File: config.mk
export PLATFORM = sky130hd
export DESIGN_NAME = wsg_cordic_cell
export DESIGN_NICKNAME = d
export VERILOG_FILES = /design/src/rtl/wsg_pkg.sv /design/src/rtl/wsg_cordic_cell.sv
export SDC_FILE = /design/constraint.sdc
export NUM_CORES = 1
export LEC_CHECK = 0
export BUFFER_PORTS_ARGS = -buffer_cell sky130_fd_sc_hd__clkbuf_2
export CAP_MARGIN = 30
export CORE_UTILIZATION = 30
export CTS_CLUSTER_DIAMETER = 50
export DETAILED_ROUTE_END_ITERATION = 10
export SYNTH_ARGS = -nofsm -noshare
export SYNTH_HDL_FRONTEND = slang
export SYNTH_SLANG_ARGS = --single-unit
File: constraint.sdc
create_clock -name clk_i -period 0.9 [get_ports clk_i]
set_input_delay 0.18 -clock clk_i [delete_from_list [all_inputs] [get_ports clk_i]]
set_output_delay 0.18 -clock clk_i [all_outputs]
set_load 0.02 [all_outputs]
File: src/rtl/wsg_pkg.sv
// Shared constants, stage types and the arctangent table of the windowed sine generator.
`default_nettype none
package wsg_pkg;

  localparam int CORDIC_STAGES_DEF = 16;
  // One divider cell per bit of the 64-bit dividend {d, 32'b0}.
  localparam int DIV_CELLS = 64;

  localparam logic [30:0]        PERIOD_PI     = 31'd205887;
  localparam logic signed [31:0] TURNS_PER_RAD = 32'sd683565276;
  localparam logic signed [31:0] HALF_PI_Q30   = 32'sd1686629713;
  localparam logic signed [33:0] CORDIC_GAIN   = 34'sd652032874;

  typedef enum logic [2:0] {
    REG_START  = 3'd0,
    REG_FINISH = 3'd1,
    REG_PERIOD = 3'd2,
    REG_PHASE  = 3'd3,
    REG_AMP    = 3'd4
  } cfg_reg_e;

  typedef struct packed {
    logic        vld;
    logic        win;
    logic [31:0] dvd;
    logic [30:0] rem;
    logic [31:0] quo;
  } div_stage_t;

  typedef struct packed {
    logic               vld;
    logic               win;
    logic [1:0]         quad;
    logic signed [33:0] x;
    logic signed [33:0] y;
    logic signed [32:0] z;
  } cordic_stage_t;

  function automatic logic signed [32:0] atan_q30(input int idx);
    logic signed [32:0] a;
    case (idx)
      0:  a = 33'sd843314857;
      1:  a = 33'sd497837829;
      2:  a = 33'sd263043837;
      3:  a = 33'sd133525159;
      4:  a = 33'sd67021687;
      5:  a = 33'sd33543516;
      6:  a = 33'sd16775851;
      7:  a = 33'sd8388437;
      8:  a = 33'sd4194283;
      9:  a = 33'sd2097149;
      10: a = 33'sd1048576;
      11: a = 33'sd524288;
      12: a = 33'sd262144;
      13: a = 33'sd131072;
      14: a = 33'sd65536;
      15: a = 33'sd32768;
      16: a = 33'sd16384;
      17: a = 33'sd8192;
      18: a = 33'sd4096;
      19: a = 33'sd2048;
      20: a = 33'sd1024;
      21: a = 33'sd512;
      22: a = 33'sd256;
      23: a = 33'sd128;
      24: a = 33'sd64;
      25: a = 33'sd32;
      26: a = 33'sd16;
      27: a = 33'sd8;
      28: a = 33'sd4;
      29: a = 33'sd2;
      30: a = 33'sd1;
      default: a = 33'sd0;
    endcase
    return a;
  endfunction

endpackage
`default_nettype wire

File: src/rtl/wsg_cordic_cell.sv
// One rotation-mode CORDIC iteration with a fixed shift.
`default_nettype none
module wsg_cordic_cell
  import wsg_pkg::*;
#(
  parameter int SHIFT = 0
) (
  input  logic          clk_i,
  input  logic          rst_ni,
  input  logic          en_i,
  input  cordic_stage_t stage_i,
  output cordic_stage_t stage_o
);

  cordic_stage_t      stage_d, stage_q;
  logic signed [33:0] dx, dy;
  logic signed [32:0] ang;

  always_comb begin
    dx  = $signed(stage_i.y) >>> SHIFT;
    dy  = $signed(stage_i.x) >>> SHIFT;
    ang = atan_q30(SHIFT);
    stage_d = stage_i;
    if (!stage_i.z[32]) begin
      stage_d.x = stage_i.x - dx;
      stage_d.y = stage_i.y + dy;
      stage_d.z = stage_i.z - ang;
    end else begin
      stage_d.x = stage_i.x + dx;
      stage_d.y = stage_i.y - dy;
      stage_d.z = stage_i.z + ang;
    end
  end

  always_ff @(posedge clk_i or negedge rst_ni) begin
    if (!rst_ni) begin
      stage_q <= '0;
    end else if (en_i) begin
      stage_q <= stage_d;
    end
  end

  assign stage_o = stage_q;

endmodule
`default_nettype wire

==> flow_summary.ini <==
[grt]
met3_usage_pct = 5.80
grt_use_met2_pct = 43.7
grt_max_degree = 61
grt_pass1_wl_um = 75000
grt_overflow = 0
top_usage_layer = met2
antenna_found_initial = 0
grt_util_all_layers_pct = 24.9
grt_pass1_vias = 14083
use_met1_pct = 29.9

[clocking]
cts_tree = done
cts_htree_levels = 3
cts.path.max_buffers = 2
cts-root-buf = clkbuf_16
clk_latency_ps = 390
cts_buffers = 9
path_clk_slew_ps = 100
clkSinkCount = 104

[floorplanning]
dieArea_um2 = 38300
coreArea_um2 = 36800
start_util_pct = 30.6
ios = 213
num_rows = 70
fp.dieH_um = 196
die_w_um = 196

[final_layout]
nFillCells = 3076
final_util_pct = 58.4
synthToLayoutAreaGrowth_pct = 91.1
largest_reg_flops = 104
fin_area_um2 = 21500
n_antenna_cell = 0
nets = 2408
multi_input_area_um2 = 10300
drive_gt1_share_pct = 57.0
seq_area_um2 = 2610

[timing]
rsz0062_at_grt = true
skew_ps = 0
finalWorstSetupSlack_ps = -1520
setup_viol = 202
fmax_ghz = 0.414
setup_tns_ps = -132530
slew_viol_final = 0
tightest_slew_ps = 788
slew-limit-headroom_pct = 46.9
min_period_ps = 2420
hold_viol_final = 0
period_share_pct = 269

[synth]
syn-instance-count = 1409
yosys.area.top_type = dfrtp_1
ys_warn_count = 0
yosysSeqAreaShare_pct = 23.1
syn_nets = 1651
synth_edf_count = 0
synth_area_per_cell_um2 = 7.98
syn_area_um2 = 11200
ys_top_cells_by_count = a21oi_1 (181), nor2_1 (143), ha_1 (130)
yosysMostFrequentCell = a21oi_1
ys.flop_type = dfrtp_1
synth.distinct_cells = 85
synth-seq-cells = 104
synth.area.top_cells = dfrtp_1 (23%), ha_1 (14%), a21oi_1 (8.1%), xnor2_1 (5.8%), nor2_1 (4.8%)
async_flop_share_pct = 100
synth.top_cell.area_share_pct = 23.1

[place]
io_buffers = 212
place_congestion = 0.940
place_hpwl_um = 36900
placedInstanceArea_um2 = 16900

[setup_path]
cp.arrival_ps = 2710
cp_max_fo = 3
cp-start-kind = input pin
worstPathRequired_ps = 1190
cp-end-kind = flop
worstSetupPathType = in -> reg

[power_and_ir_drop]
p_per_area_nw_per_um2 = 1360
peakVddDrop_v = 0.00114
power.total_mw = 29.3
p_leak_nw = 9.90

[run_status]
status = finished with violations
violations = negative setup slack

[routing]
drt_wl_total_um = 50600
antenna_left = 0
drt_iter0_drc = 815
remaining_drc_errors = 0
wl_per_cell_um = 19.2
drt_pass1_iterations = 5
vias_per_cell = 5.24
dr_total_vias = 13818

[flow_run]
maxCapViolCount = 0

[worst_hold_path]
min_path_type = in -> reg
==> repair_timing <==
action,4_1_cts,5_1_grt
resized for setup,402,373
hold buffers,5,0
hold endpoints to repair,81,0
setup buffers,92,79
gates cloned,0,0
endpoints found under the setup margin,202,202
pin swaps,186,172
==> worst max-delay path: stages <==
cell	delay, ps
clkbuf_16	130
buf_6	120
ha_4	160
buf_4	120
buf_4	120
nand2b_4	140
a21o_4	240
buf_6	120
a311oi_4	340
o31ai_1	140
buf_4	180
o21ai_4	160
nand2_1	90
a32oi_1	240
xnor2_1	150
a21oi_1	80
==> cell families after synthesis <==
logic type / count (synthesis) / share of synthesized area [%]
AND/OR/NAND/NOR: 360 / 15.2
XOR/XNOR: 84 / 6.54
flip-flops: 104 / 23.1
adder cells (fa/ha/maj): 134 / 15.2
buffers and inverters: 183 / 6.51
AO/OA/AOI/OAI: 489 / 28.1
multiplexers: 55 / 5.40
==> final cells by class <==
cell class	instances	area share, %
Multi-Input combinational cell	1122	47.9
Timing Repair Buffer	814	33.2
Sequential cell	104	12.1
Tap cell	468	2.72
Inverter	115	2.56
Clock buffer	9	1.05
Clock inverter	7	0.425
==> routing by layer <==
metal	routed length (µm)	up-vias	share of wire, %
met5	0	-	0
met4	1220	0	2.4
met3	3250	77	6.4
met2	25200	446	50
met1	20900	6735	41
li1	-	6560	-
==> cells in the final DEF, fill, tap and decap left out, types with 33 or more instances in the layout <==
cell / count
inv_1: 84
ha_4: 40
buf_4: 514
xnor2_1: 52
dfrtp_1: 102
a21oi_2: 54
a21oi_1: 119
clkbuf_2: 82
clkbuf_8: 38
a21o_1: 33
nand2_1: 64
buf_6: 123
nor2_1: 118
ha_1: 79
==> final timing paths <==
kind	slack (ps)	start	endpoint	depth (start not counted)
min	140	stage_i[0]	stage_o[0]	3
max	-1520	stage_i[33]	stage_o[98]	16
max reg2reg	-140	stage_o[89]	stage_o[89]	5
max in group asynchronous	190	rst_ni	stage_o[39]	3
min in group asynchronous	220	rst_ni	stage_o[58]	2
min reg2reg	540	stage_o[27]	stage_o[27]	1
==> through the flow <==
| step | setup slack (ps) | std cells | hold WS, ps |
|---|---|---|---|
| floorplan | -1820 | 1409 | -116 |
| global placement | -2170 | 2467 | 111 |
| detailed placement | -2210 | 2467 | 112 |
| CTS | -1480 | 2573 | 131 |
| global route | -1640 | 2639 | 142 |
| finish | -1520 | 2639 | 144 |
==> power breakdown <==
group | switching [mW] | internal [mW] | leakage, nW
Clock | 2.52 | 2.03 | 0.154
Combinational | 8.52 | 9.58 | 8.56
Sequential | 0.929 | 5.71 | 1.19
Total | 12.0 | 17.3 | 9.90
Power figures use the tool's default switching activity.
