`src/rtl/wsg_pkg.sv`:
```
// Shared constants, stage types and the arctangent table of the windowed sine generator.
`default_nettype none
package wsg_pkg;

  localparam int CORDIC_STAGES_DEF = 16;
  // One divider cell per bit of the 64-bit dividend {d, 32'b0}.
  localparam int DIV_CELLS = 64;

  localparam logic [30:0]        PERIOD_PI     = 31'd205887;
  localparam logic signed [31:0] TURNS_PER_RAD = 32'sd683565276;
  localparam logic signed [31:0] HALF_PI_Q30   = 32'sd1686629713;
  localparam logic signed [33:0] CORDIC_GAIN   = 34'sd652032874;

  typedef enum logic [2:0] {
    REG_START  = 3'd0,
    REG_FINISH = 3'd1,
    REG_PERIOD = 3'd2,
    REG_PHASE  = 3'd3,
    REG_AMP    = 3'd4
  } cfg_reg_e;

  typedef struct packed {
    logic        vld;
    logic        win;
    logic [31:0] dvd;
    logic [30:0] rem;
    logic [31:0] quo;
  } div_stage_t;

  typedef struct packed {
    logic               vld;
    logic               win;
    logic [1:0]         quad;
    logic signed [33:0] x;
    logic signed [33:0] y;
    logic signed [32:0] z;
  } cordic_stage_t;

  function automatic logic signed [32:0] atan_q30(input int idx);
    logic signed [32:0] a;
    case (idx)
      0:  a = 33'sd843314857;
      1:  a = 33'sd497837829;
      2:  a = 33'sd263043837;
      3:  a = 33'sd133525159;
      4:  a = 33'sd67021687;
      5:  a = 33'sd33543516;
      6:  a = 33'sd16775851;
      7:  a = 33'sd8388437;
      8:  a = 33'sd4194283;
      9:  a = 33'sd2097149;
      10: a = 33'sd1048576;
      11: a = 33'sd524288;
      12: a = 33'sd262144;
      13: a = 33'sd131072;
      14: a = 33'sd65536;
      15: a = 33'sd32768;
      16: a = 33'sd16384;
      17: a = 33'sd8192;
      18: a = 33'sd4096;
      19: a = 33'sd2048;
      20: a = 33'sd1024;
      21: a = 33'sd512;
      22: a = 33'sd256;
      23: a = 33'sd128;
      24: a = 33'sd64;
      25: a = 33'sd32;
      26: a = 33'sd16;
      27: a = 33'sd8;
      28: a = 33'sd4;
      29: a = 33'sd2;
      30: a = 33'sd1;
      default: a = 33'sd0;
    endcase
    return a;
  endfunction

endpackage
`default_nettype wire

```
`src/rtl/wsg_div_cell.sv`:
```
// One restoring division step: shifts in a dividend bit and produces one quotient bit.
`default_nettype none
module wsg_div_cell
  import wsg_pkg::*;
(
  input  logic        clk_i,
  input  logic        rst_ni,
  input  logic        en_i,
  input  logic [30:0] divisor_i,
  input  div_stage_t  stage_i,
  output div_stage_t  stage_o
);

  div_stage_t  stage_d, stage_q;
  logic [31:0] rem2;
  logic [31:0] diff;
  logic        ge;

  always_comb begin
    rem2 = {stage_i.rem, stage_i.dvd[31]};
    diff = rem2 - {1'b0, divisor_i};
    ge   = rem2 >= {1'b0, divisor_i};
    stage_d     = stage_i;
    stage_d.dvd = {stage_i.dvd[30:0], 1'b0};
    stage_d.rem = ge ? diff[30:0] : rem2[30:0];
    stage_d.quo = {stage_i.quo[30:0], ge};
  end

  always_ff @(posedge clk_i or negedge rst_ni) begin
    if (!rst_ni) begin
      stage_q <= '0;
    end else if (en_i) begin
      stage_q <= stage_d;
    end
  end

  assign stage_o = stage_q;

endmodule
`default_nettype wire

```
`config.mk`:
```
export PLATFORM = sky130hd
export DESIGN_NAME = wsg_div_cell
export DESIGN_NICKNAME = d
export VERILOG_FILES = /design/src/rtl/wsg_pkg.sv /design/src/rtl/wsg_div_cell.sv
export SDC_FILE = /design/constraint.sdc
export NUM_CORES = 1
export LEC_CHECK = 0
export ABC_AREA = 1
export BUFFER_PORTS_ARGS = -buffer_cell sky130_fd_sc_hd__buf_2
export CORE_ASPECT_RATIO = 0.9
export CORE_MARGIN = 8
export CORE_UTILIZATION = 52
export CTS_CLUSTER_DIAMETER = 30
export CTS_CLUSTER_SIZE = 12
export DETAILED_ROUTE_END_ITERATION = 8
export PLACE_DENSITY_LB_ADDON = 0.2
export SLEW_MARGIN = 10
export SYNTH_ARGS = -nofsm -noshare
export SYNTH_HDL_FRONTEND = slang
export SYNTH_SLANG_ARGS = --single-unit
```
`constraint.sdc`:
```
create_clock -name clk_i -period 0.8 [get_ports clk_i]
set_clock_uncertainty 0.1 [all_clocks]
set_input_delay 0.12 -clock clk_i [delete_from_list [all_inputs] [get_ports clk_i]]
set_output_delay 0.12 -clock clk_i [all_outputs]
set_load 0.01 [all_outputs]
```
==> metrics, run 1 <==
sequential fraction of the synthesis area=35.9%; Exit stage=global routing (5_1_grt); Row Count=39; outcome=aborted with a tool error; grt ovf=5; initial antenna violation count=6; hpwl dp=17600 um; Synth Cell Area=0.00669 mm2; H-tree depth=3; clock buffer depth=2; Port Buf Inserts=225; largest net degree at the start of global routing=37; stop err=[ERROR GRT-0232] Routing congestion too high. Check the congestion heatmap in the GUI.; Synth cell types=36; syn_area_per_cell=6.42 um2; TritonCTS buffer count=9; Syn Inst Count=1042; number of synthesized register bits=96; Die Ht=124 um; top cell type's share of synthesized area=35.9%; Starting Density=53.0%; post-GRT worst EP=stage_o[55]$_DFFE_PN0P_/D; CTS Root Cell=clkbuf_16; Worst-path end type=register input; global-route usage over all layers=57.8%; Syn Nets=1205; area leader, netlist=dfrtp_1; Area contributors post-synth=dfrtp_1 36%, nand2_1 31%, inv_1 8.4%; Final GP Congestion=0.964; Sink Count=96; die width=136 um; io pins=228; Ys Warns=0
-- synthesized netlist by cell type, drive strengths merged --
library cell	count
clkbuf	18
nand4	8
o21ai	1
or2	1
buf	10
nand3b	18
fa	1
clkinv	2
nor3	2
and3	1
a21oi	20
o21bai	1
xnor2	14
dfrtp	96
nand2	561
conb	1
nand3	52
xor2	1
inv	151
nor2	48
and2	4
ha	31
-- per-layer routing --
layer  GRT overflow  GRT usage (%)
met1              0           53.8
met2              2           80.0
met3              0           41.5
met4              3           59.0
met5              0           5.56
-- through the flow --
stage               cells  setup WS [ps]  instance area [um2]  TNS [ps]  hold WS, ps
CTS                  1644           -879                10800    -55250        -14.6
detailed placement   1524          -1380                 8980    -50260        -74.2
global placement     1524          -1280                 8980    -48140        -79.1
floorplan            1042          -1060                 6780    -47480         -276
-- timing repair --
item | CTS
resized for setup | 93
buffers inserted | 36
gates cloned | 3
pin swaps | 17
endpoints found under the setup margin | 128
hold buffers | 65
hold endpoints to repair | 161
-- kinds of logic after synthesis --
| kind of cell | synth area share, % |
|---|---|
| other cells | 0.0560 |
| flops | 35.9 |
| xor+xnor | 1.96 |
| buf+inv | 10.8 |
| compound gates | 1.74 |
| simple gates | 43.4 |
| fa+ha+maj | 6.09 |
==> run 2: changes to the inputs <==
Settings changed: CORE_ASPECT_RATIO 0.9 to unset, CORE_UTILIZATION 52 to 40, CTS_CLUSTER_DIAMETER 30 to unset, CTS_CLUSTER_SIZE 12 to unset, PLACE_DENSITY_LB_ADDON 0.2 to 0.15.
==> metrics, run 2 <==
R2R setup slack=-160 ps; CTS Root Cell=clkbuf_16; first-pass GRT wire length=39800 um; Area Growth Syn to Fin=69.5%; Post-synth EDFFs=0 (unchanged); H-tree depth=3 (unchanged); switching share of power=34.2%; CP arrival=1880 ps; CTS Hold Bufs=64 (-1.5%); crit-path max cell delay=300 ps; clk_lat worst skew=340 ps; Placed Cells=1586 (+4.1%); largest net degree at the start of global routing=35; Layout Nets=1665; most frequent cells in the layout=506 x nand2_1, 175 x buf_2, 158 x buf_4, 143 x inv_1, 96 x dfrtp_1; Pleak=0.00657 uW; Synth Cell Area=0.00669 mm2 (unchanged); average via count per standard cell=4.55; Row Count=47 (+21%); pre-CTS WS=-1330 ps (+53.6 ps); TritonCTS buffer count=9 (unchanged); share of layout cells above drive strength 1=36.2%; largest family of logic cells by synthesized area=simple AND/OR/NAND/NOR gates; XOR/XNOR share of the synthesized area=1.96% (unchanged); Synth cell types=36 (unchanged); post-synthesis mux area share=0% (unchanged); Sink Count=96 (unchanged); Area contributors post-synth=dfrtp_1 36%, nand2_1 31%, inv_1 8.4%; number of synthesized register bits=96 (unchanged); hold violation count in the final report=2; critical path's slowest cell=ha_1; failing checks=hold timing, setup timing; Worst path most repeated cell=nand2_1; syn_area_per_cell=6.42 um2 (unchanged); sequential power share=34.3%; highest clock rate=590 MHz; Starting Density=40.6% (-12 points); largest fanout on the critical path=7; top cell type's share of synthesized area=35.9% (unchanged); Pre-antenna DRT Iters=5; clock buffer depth=2 (unchanged); Worst EP required=980 ps; post-synthesis compound-gate area fraction=1.74% (unchanged); worst vdd ir=0.00101 V; Hold Slack=-51.0 ps; final wirelength=25400 um; Main synth FF type=dfrtp_1; sequential fraction of the synthesis area=35.9% (unchanged); max-slew violations=0; Routed Antenna Nets=0; Fin Setup TNS=-56080 ps; initial DRC count=443; crit path buf inv count=4; hpwl dp=18100 um (+3.1%); global-route usage over all layers=22.9%; post-DR wirelength/cell=14.7 um; clock slew at reported path FFs=70 ps; vias in the first global route=7936; Post-synth ARST share=100% (unchanged); Syn Nets=1205 (unchanged); fin crit share=212%; crit path kind=primary input to flop; area leader, netlist=dfrtp_1; io pins=228 (unchanged); initial antenna violation count=3; die area=0.0211 mm2; ordered cell list for the critical path=buf_2 -> ha_1 -> buf_4 -> nand2_1 -> nor2_2 -> nand2_2 -> nor2_2 -> nand2_4 -> nand2_8 -> buf_12 -> nand2_8 -> buf_12 -> nand2_2 -> nand2_1 -> nand2_1; die width=145 um (+7.2%); most numerous cell in the Yosys netlist=nand2_1; grt ovf=0; Placeable Area=0.0165 mm2; commonest cells in the netlist=544 x nand2_1, 150 x inv_1, 96 x dfrtp_1; Hold Crit Class=primary input to flop; Psw=5820 uW; CTS tree=yes; endpoint class of the critical path=flop; final setup fails=156; Final GP Congestion=0.923 (-4.2%); Internal Power=11200 uW; post-synthesis simple-gate area fraction=43.4% (unchanged); via count=7864; most common cell after layout, fill and taps aside=nand2_1; Startpoint Class=primary input; unrepaired setup endpoints after global routing=yes; Cell Pwr Density=1500 mW/mm2; Syn Inst Count=1042 (unchanged); post-layout minimum cycle time=1690 ps; outcome=complete, but fails checks; # DRC=0; post-synthesis adder-cell area fraction=6.09% (unchanged); clock share of power=24.7%; delay-heaviest family, CP=simple AND/OR/NAND/NOR gates; Max-Cap Viols=0; Port Buf Inserts=225 (unchanged); Die Ht=145 um (+18%); max FFs per register=96; Comb pwr share=41.1%; fin worst setup slack=-895 ps; post-route insts no fill=1730; Ys Warns=0 (unchanged)
## run 2: final timing paths
kind,endpoint,from,depth (start not counted)
max,stage_o[56]$_DFFE_PN0P_,stage_i[56],15
max reg2reg,stage_o[46]$_DFFE_PN0P_,stage_o[46]$_DFFE_PN0P_,4
max in group asynchronous,stage_o[30]$_DFFE_PN0P_,rst_ni,3
min reg2reg,stage_o[13]$_DFFE_PN0P_,stage_o[13]$_DFFE_PN0P_,2
min,stage_o[93]$_DFFE_PN0P_,stage_i[92],3
min in group asynchronous,stage_o[3]$_DFFE_PN0P_,rst_ni,2
## run 2: logic make-up (layout without fill, tap and decap cells)
| logic type | after synthesis | count (layout) |
|---|---|---|
| and+or+nand+nor | 695 | 696 |
| buffers and inverters | 181 | 645 |
| DFF | 96 | 96 |
| adders and majority gates | 32 | 32 |
| AOI/OAI and AO/OA | 22 | 22 |
| xor gates and xnor gates | 15 | 15 |
| other | 1 | 4 |
## run 2: stage by stage
| step | hold slack (ps) | utilization [%] | area (um2) | power [uW] |
|---|---|---|---|---|
| finish | -51.0 | 68.9 | 11300 | 17000 |
| global route | -56.2 | 68.9 | 11300 | 18000 |
| CTS | -47.8 | 65.7 | 10800 | 16500 |
| detailed placement | -88.4 | 55.3 | 9110 | 11200 |
| global placement | -92.3 | 55.3 | 9110 | 11100 |
| floorplan | -276 | - | 6780 | 8590 |
## run 2: final cells by class
class / instances / area (um2)
clock buffer: 10 / 229
clock inverter: 6 / 48.8
inverter: 153 / 588
timing repair buffer: 476 / 3760
multi-input combinational: 766 / 4030
tap: 220 / 275
antenna: 3 / 7.51
fill: 1379 / 5120
sequential: 96 / 2400
## run 2: metal layers
layer	vias up	global-route usage [%]	share of wire [%]
li1	4045	-	-
met1	3523	28.4	43
met4	2	6.77	2.7
met5	-	0	0.051
met2	252	38.8	48
met3	42	5.47	6.0
## run 2: worst reg2reg max path, cell delays in order, from the launching register on
cell,delay [ps]
dfrtp_1,400
buf_4,140
buf_4,120
nand2_1,50
nand2_1,40
## run 2: what timing repair did
action | in CTS | in global routing
endpoints found under the hold margin | 164 | 2
buffers inserted | 35 | 29
pin swaps | 22 | 22
setup endpoints to repair | 128 | 141
gates cloned | 3 | 0
gates resized for setup | 85 | 76
## run 2: power by group through the flow
stage | registers, uW | clock network (uW) | logic (uW)
6_report | 5830 | 4200 | 6990
4_1_cts | 5760 | 4300 | 6430
5_1_grt | 5890 | 4510 | 7630
3_3_place_gp | 5800 | 0 | 5300
3_5_place_dp | 5810 | 0 | 5350
2_1_floorplan | 6110 | 0 | 2480
Power figures use the tool's default switching activity.
